**src/aarm_pkg.sv**
```systemverilog
// Package: shared types, constants and arithmetic helpers for the rotation matrix unit.
`timescale 1ns / 1ps
package aarm_pkg;

    localparam int ANGLE_WIDTH  = 16;
    localparam int FRAC_BITS    = 16;
    localparam int AXIS_WIDTH   = FRAC_BITS + 2;
    localparam int CORDIC_STEPS = 30;
    localparam int CW           = 34;
    localparam int CS_SHIFT     = 30 - FRAC_BITS;
    localparam int QUEUE_DEPTH  = 4;
    localparam int QPTR_W       = $clog2(QUEUE_DEPTH);
    localparam int PIPE_STAGES  = CORDIC_STEPS + 5;
    localparam logic signed [CW-1:0] CORDIC_X0 = CW'(652032874);
    localparam logic signed [AXIS_WIDTH-1:0] ONE_Q = AXIS_WIDTH'(1 << FRAC_BITS);
    localparam int PW = 2 * AXIS_WIDTH + 2;

    typedef logic signed [AXIS_WIDTH-1:0] q_t;
    // 1 - c spans up to two, one bit more than an entry
    typedef logic signed [AXIS_WIDTH:0]   tq_t;

    typedef struct packed {
        q_t                     ax;
        q_t                     ay;
        q_t                     az;
        logic [ANGLE_WIDTH-1:0] angle;
    } req_t;

    typedef struct packed {
        q_t m00; q_t m01; q_t m02;
        q_t m10; q_t m11; q_t m12;
        q_t m20; q_t m21; q_t m22;
    } mat_t;

    function automatic logic signed [CW-1:0] atan_turn(input int i);
        logic signed [CW-1:0] r;
        case (i)
            0: r = CW'(32'h20000000);  1: r = CW'(32'h12E4051D);
            2: r = CW'(32'h09FB385B);  3: r = CW'(32'h051111D4);
            4: r = CW'(32'h028B0D43);  5: r = CW'(32'h0145D7E1);
            6: r = CW'(32'h00A2F61E);  7: r = CW'(32'h00517C55);
            8: r = CW'(32'h0028BE53);  9: r = CW'(32'h00145F2F);
            10: r = CW'(32'h000A2F98); 11: r = CW'(32'h000517CC);
            12: r = CW'(32'h00028BE6); 13: r = CW'(32'h000145F3);
            14: r = CW'(32'h0000A2F9); 15: r = CW'(32'h0000517D);
            16: r = CW'(32'h000028BE); 17: r = CW'(32'h0000145F);
            18: r = CW'(32'h00000A30); 19: r = CW'(32'h00000518);
            20: r = CW'(32'h0000028C); 21: r = CW'(32'h00000146);
            22: r = CW'(32'h000000A3); 23: r = CW'(32'h00000051);
            24: r = CW'(32'h00000029); 25: r = CW'(32'h00000014);
            26: r = CW'(32'h0000000A); 27: r = CW'(32'h00000005);
            28: r = CW'(32'h00000003); default: r = CW'(32'h00000001);
        endcase
        return r;
    endfunction

    // Clamp to [-1, +1].
    function automatic q_t sat_one(input logic signed [PW-1:0] v);
        logic signed [PW-1:0] one;
        one = PW'(ONE_Q);
        if (v > one) return ONE_Q;
        if (v < -one) return -ONE_Q;
        return q_t'(v);
    endfunction

    // Rounded Q product.
    function automatic logic signed [PW-1:0] mulq(input q_t a, input q_t b);
        logic signed [PW-1:0] p;
        p = PW'(a) * PW'(b) + (PW'(1) <<< (FRAC_BITS - 1));
        return p >>> FRAC_BITS;
    endfunction

    // Rounded Q product with the wider 1 - c term.
    function automatic logic signed [PW-1:0] mulq_t(input q_t a, input tq_t b);
        logic signed [PW-1:0] p;
        p = PW'(a) * PW'(b) + (PW'(1) <<< (FRAC_BITS - 1));
        return p >>> FRAC_BITS;
    endfunction

endpackage

```
**src/aarm_front.sv**
```systemverilog
// Front end: accepts requests, clamps axis components and queues them.
`timescale 1ns / 1ps
module aarm_front
    import aarm_pkg::*;
(
    input  logic                   aclk,
    input  logic                   aresetn,
    input  logic                   in_valid,
    output logic                   in_ready,
    input  logic [AXIS_WIDTH-1:0]  in_ax,
    input  logic [AXIS_WIDTH-1:0]  in_ay,
    input  logic [AXIS_WIDTH-1:0]  in_az,
    input  logic [ANGLE_WIDTH-1:0] in_angle,
    output logic                   q_valid,
    input  logic                   q_ready,
    output req_t                   q_data
);
    req_t              mem_reg [QUEUE_DEPTH];
    logic [QPTR_W-1:0] wr_reg, rd_reg;
    logic [QPTR_W:0]   cnt_reg;
    logic              push, pop;
    req_t              cls;

    function automatic q_t clamp_axis(input logic [AXIS_WIDTH-1:0] raw);
        return sat_one(PW'($signed(raw)));
    endfunction

    always_comb begin
        cls.ax    = clamp_axis(in_ax);
        cls.ay    = clamp_axis(in_ay);
        cls.az    = clamp_axis(in_az);
        cls.angle = in_angle;
    end

    assign in_ready = (cnt_reg != (QPTR_W+1)'(QUEUE_DEPTH));
    assign q_valid  = (cnt_reg != '0);
    assign q_data   = mem_reg[rd_reg];
    assign push     = in_valid && in_ready;
    assign pop      = q_valid && q_ready;

    always_ff @(posedge aclk) begin
        if (!aresetn) begin
            wr_reg  <= '0;
            rd_reg  <= '0;
            cnt_reg <= '0;
        end else begin
            if (push) wr_reg <= wr_reg + 1'b1;
            if (pop)  rd_reg <= rd_reg + 1'b1;
            cnt_reg <= cnt_reg + (QPTR_W+1)'(push) - (QPTR_W+1)'(pop);
        end
    end

    always_ff @(posedge aclk) begin
        if (push) mem_reg[wr_reg] <= cls;
    end
endmodule

```
**config.mk**
```make
export PLATFORM = sky130hd
export DESIGN_NAME = aarm_front
export DESIGN_NICKNAME = d
export VERILOG_FILES = /design/src/aarm_pkg.sv /design/src/aarm_front.sv
export SDC_FILE = /design/constraint.sdc
export NUM_CORES = 1
export LEC_CHECK = 0
export BUFFER_PORTS_ARGS = -buffer_cell sky130_fd_sc_hd__buf_4
export CELL_PAD_IN_SITES_DETAIL_PLACEMENT = 1
export CELL_PAD_IN_SITES_GLOBAL_PLACEMENT = 2
export CORE_MARGIN = 4
export CORE_UTILIZATION = 40
export DETAILED_ROUTE_END_ITERATION = 8
export PLACE_DENSITY_LB_ADDON = 0.05
export SYNTH_ARGS = -nofsm -noshare
export SYNTH_HDL_FRONTEND = slang
export SYNTH_SLANG_ARGS = --single-unit
```
**constraint.sdc**
```tcl
create_clock -name aclk -period 2.5 [get_ports aclk]
set_clock_uncertainty 0.05 [all_clocks]
set_input_delay 0.25 -clock aclk [delete_from_list [all_inputs] [get_ports aclk]]
set_output_delay 0.25 -clock aclk [all_outputs]
set_load 0.01 [all_outputs]
```
==> impl_metrics.tcl <==
set metrics [dict create \
    wire_per_inst_um 21.66 \
    fp.coreArea_um2 28010 \
    crit_fanout 7 \
    irDropWorstVdd_mv 0.4808 \
    synth_top_area_cell "edfxtp_1" \
    totalWireLength_mm 24.63 \
    routabilityCongestion 0.6801 \
    drtIter0Drc 324 \
    largest_reg_flops 280 \
    root_buffer "clkbuf_16" \
    synth_cell_types 32 \
    setup_tns_ns 0 \
    cap_violations 0 \
    r2r_slack_ns 0.20 \
    worst-setup-path-type "register to register" \
    p_per_area_nw_per_um2 995.7 \
    ys_seq_area_share_pct 75.13 \
    synthesis.nets 632 \
    grt_pass1_vias 6529 \
    ant_nets 0 \
    critPathArrivalTime_ns 2.67 \
    rsz0062_at_grt "false" \
    worstHoldPathCells 3 \
    finalCritPeriodShare_pct 92.11 \
    whs_endpoint "mem_reg[1][40]" \
    critPathCaptureType "register" \
    synthTopCellsByArea "edfxtp_1 (74%), mux4_2 (14%), a21oi_2 (2.4%)" \
    portBuffers 145 \
    clk_path_buf_depth 3 \
    dpl.hpwl_mm 15.88 \
    period_minus_slack_ns 2.303 \
    timing.hold.ws_ns 0.05826 \
    antenna_cells 0 \
    pin_count 146 \
    grt_pass1_wl_mm 38.41 \
    status "completed" \
    grt_max_degree 46 \
    drc_errors 0 \
    dieHeight_um 177.1 \
    die-area_um2 31350 \
    grt_usage_pct 15.84 \
    setup_viol 0 \
    p_total_mw 14.19 \
    synth_warnings 0 \
    n_fill_cell 2611 \
    nNetsFinal 816 \
    hold_start "in_ay[6]" \
    clock_latency_ns 0.54 \
    path_clk_slew_ns 0.06 \
    syn_inst 551 \
    slew_headroom_pct 55.83 \
    rr_endpoint "cnt_reg[2]" \
    critical_path_required_ns 2.87 \
    ff_latch_area_um2 8597 \
    multi_input_comb_area_um2 2624 \
    area_growth_pct 24.66 \
    ys_ff_latch 289 \
    cts_tree "built" \
    reg2reg_from "cnt_reg[1]" \
    worst_slew_pin_slew_ns 0.6584 \
    drtPass1Iterations 4 \
    synth_area_um2 11430 \
    fmax_mhz 434.2 \
    vias 5773 \
    synth.top_cell.area_share_pct 73.56 \
    cts_made_buffers 30 \
    h-tree-depth 1 \
    leakagePower_nw 4.854 \
    drv_slew 0 \
    rows 61 \
    critPathLaunch "cnt_reg[1]" \
    fp.dieW_um 177.1 \
    initial_core_util_pct 40.81 \
    cts_sinks 289 \
    min_path_type "primary input to register" \
    viasPerCell 5.077 \
    drive_gt1_share_pct 44.01 \
    grt_antenna_before_repair 0 \
    cp-start-kind "register" \
    hold_viol 0 \
    grt_overflow 0 \
    avgSynthCellArea_um2 20.75 \
    r2r.worst_path.cells 10 \
]
-- cells in the mapped netlist (all sizes together) --
cell / instances
fa: 1
dfxtp: 9
buf: 28
and3: 4
a21o: 2
and2: 2
inv: 6
xor2: 2
xnor2: 1
o31a: 1
nor4: 12
edfxtp: 280
a41oi: 3
a21oi: 50
mux4: 70
nand3: 2
or3: 1
nand2b: 3
nor2: 5
o311ai: 1
or3b: 1
nor3: 1
clkinv: 1
or2: 2
nand2: 50
clkbuf: 7
ha: 6
-- power breakdown --
group | leakage (nW) | internal [mW] | switching [mW] | total [mW]
logic | 1.70 | 1.92 | 1.80 | 3.72
registers | 2.67 | 5.91 | 0.153 | 6.06
clock network | 0.484 | 2.66 | 1.75 | 4.40
total | 4.85 | 10.5 | 3.70 | 14.2
-- worst max-delay path, cell delays in order (launching register included) --
cell,delay [ns]
dfxtp_1,0.37
or3b_1,0.42
nand2_1,0.09
ha_1,0.23
inv_1,0.06
ha_1,0.13
inv_1,0.05
fa_1,0.37
xor2_1,0.21
and2_1,0.17
nor3_1,0.04
-- per-layer routing --
layer  routed length (um)  GRT usage, %
met3                 1216         3.098
met5                    0             0
met2                12710         27.36
met1                10330         21.11
met4                  370         3.256
-- repair_timing --
action                                  CTS  global route
setup buffers                             0             0
hold endpoints to repair                 79             0
hold buffers                             21             0
endpoints found under the setup margin    0             1
resized for setup                         0             1
-- cells by family after synthesis --
kind of cell	after synthesis	synth area share, %
AO/OA/AOI/OAI	57	3.930
buffers and inverters	42	2.047
multiplexers	70	13.79
XOR/XNOR	3	0.2299
AND/OR/NAND/NOR	83	4.039
adder cells (fa/ha/maj)	7	0.8319
flip-flops	289	75.13
-- placed cells by master (no fill, tap or decap), types with 4 or more instances in the layout --
master         count
dlygate4sd3_1     21
clkinv_2           5
inv_1              6
clkinv_1          11
nor4_2            12
mux4_2            70
edfxtp_1         280
nand2_1           50
buf_12             7
dfxtp_1            6
clkbuf_16         31
bufinv_16          4
a21oi_2           31
and3_4             4
clkbuf_1           5
buf_4            159
a21oi_1           19
nor2_1             5
ha_1               6
-- metrics by stage --
stage	instance area (um^2)	util (%)	setup slack, ns	std cells
after floorplan	11430	-	0.2500	551
after global placement	13050	46.60	0.3039	1060
after detailed placement	13050	46.60	0.1967	1060
after CTS	14250	50.87	0.1579	1137
after global routing	14250	50.87	0.0009464	1137
final	14250	50.87	0.1972	1137
-- how the worst max path moves through the flow --
stage,end,slack [ns],cells after the start
3_3_place_gp,cnt_reg[2],0.30,10
4_1_cts,q_data[52],0.16,3
3_5_place_dp,cnt_reg[2],0.20,10
6_report,cnt_reg[2],0.20,10
2_1_floorplan,cnt_reg[2],0.25,11
5_1_grt,cnt_reg[2],0.0009,10
-- layout make-up --
type | count | area share (%)
clock buffers | 36 | 5.576
clock inverters | 20 | 1.343
inverters | 7 | 0.1844
multi-input cells | 220 | 18.41
flip-flops and latches | 289 | 60.33
well taps | 378 | 3.319
repair buffers | 187 | 10.84
No activity file was read; power rests on OpenSTA's default activity.
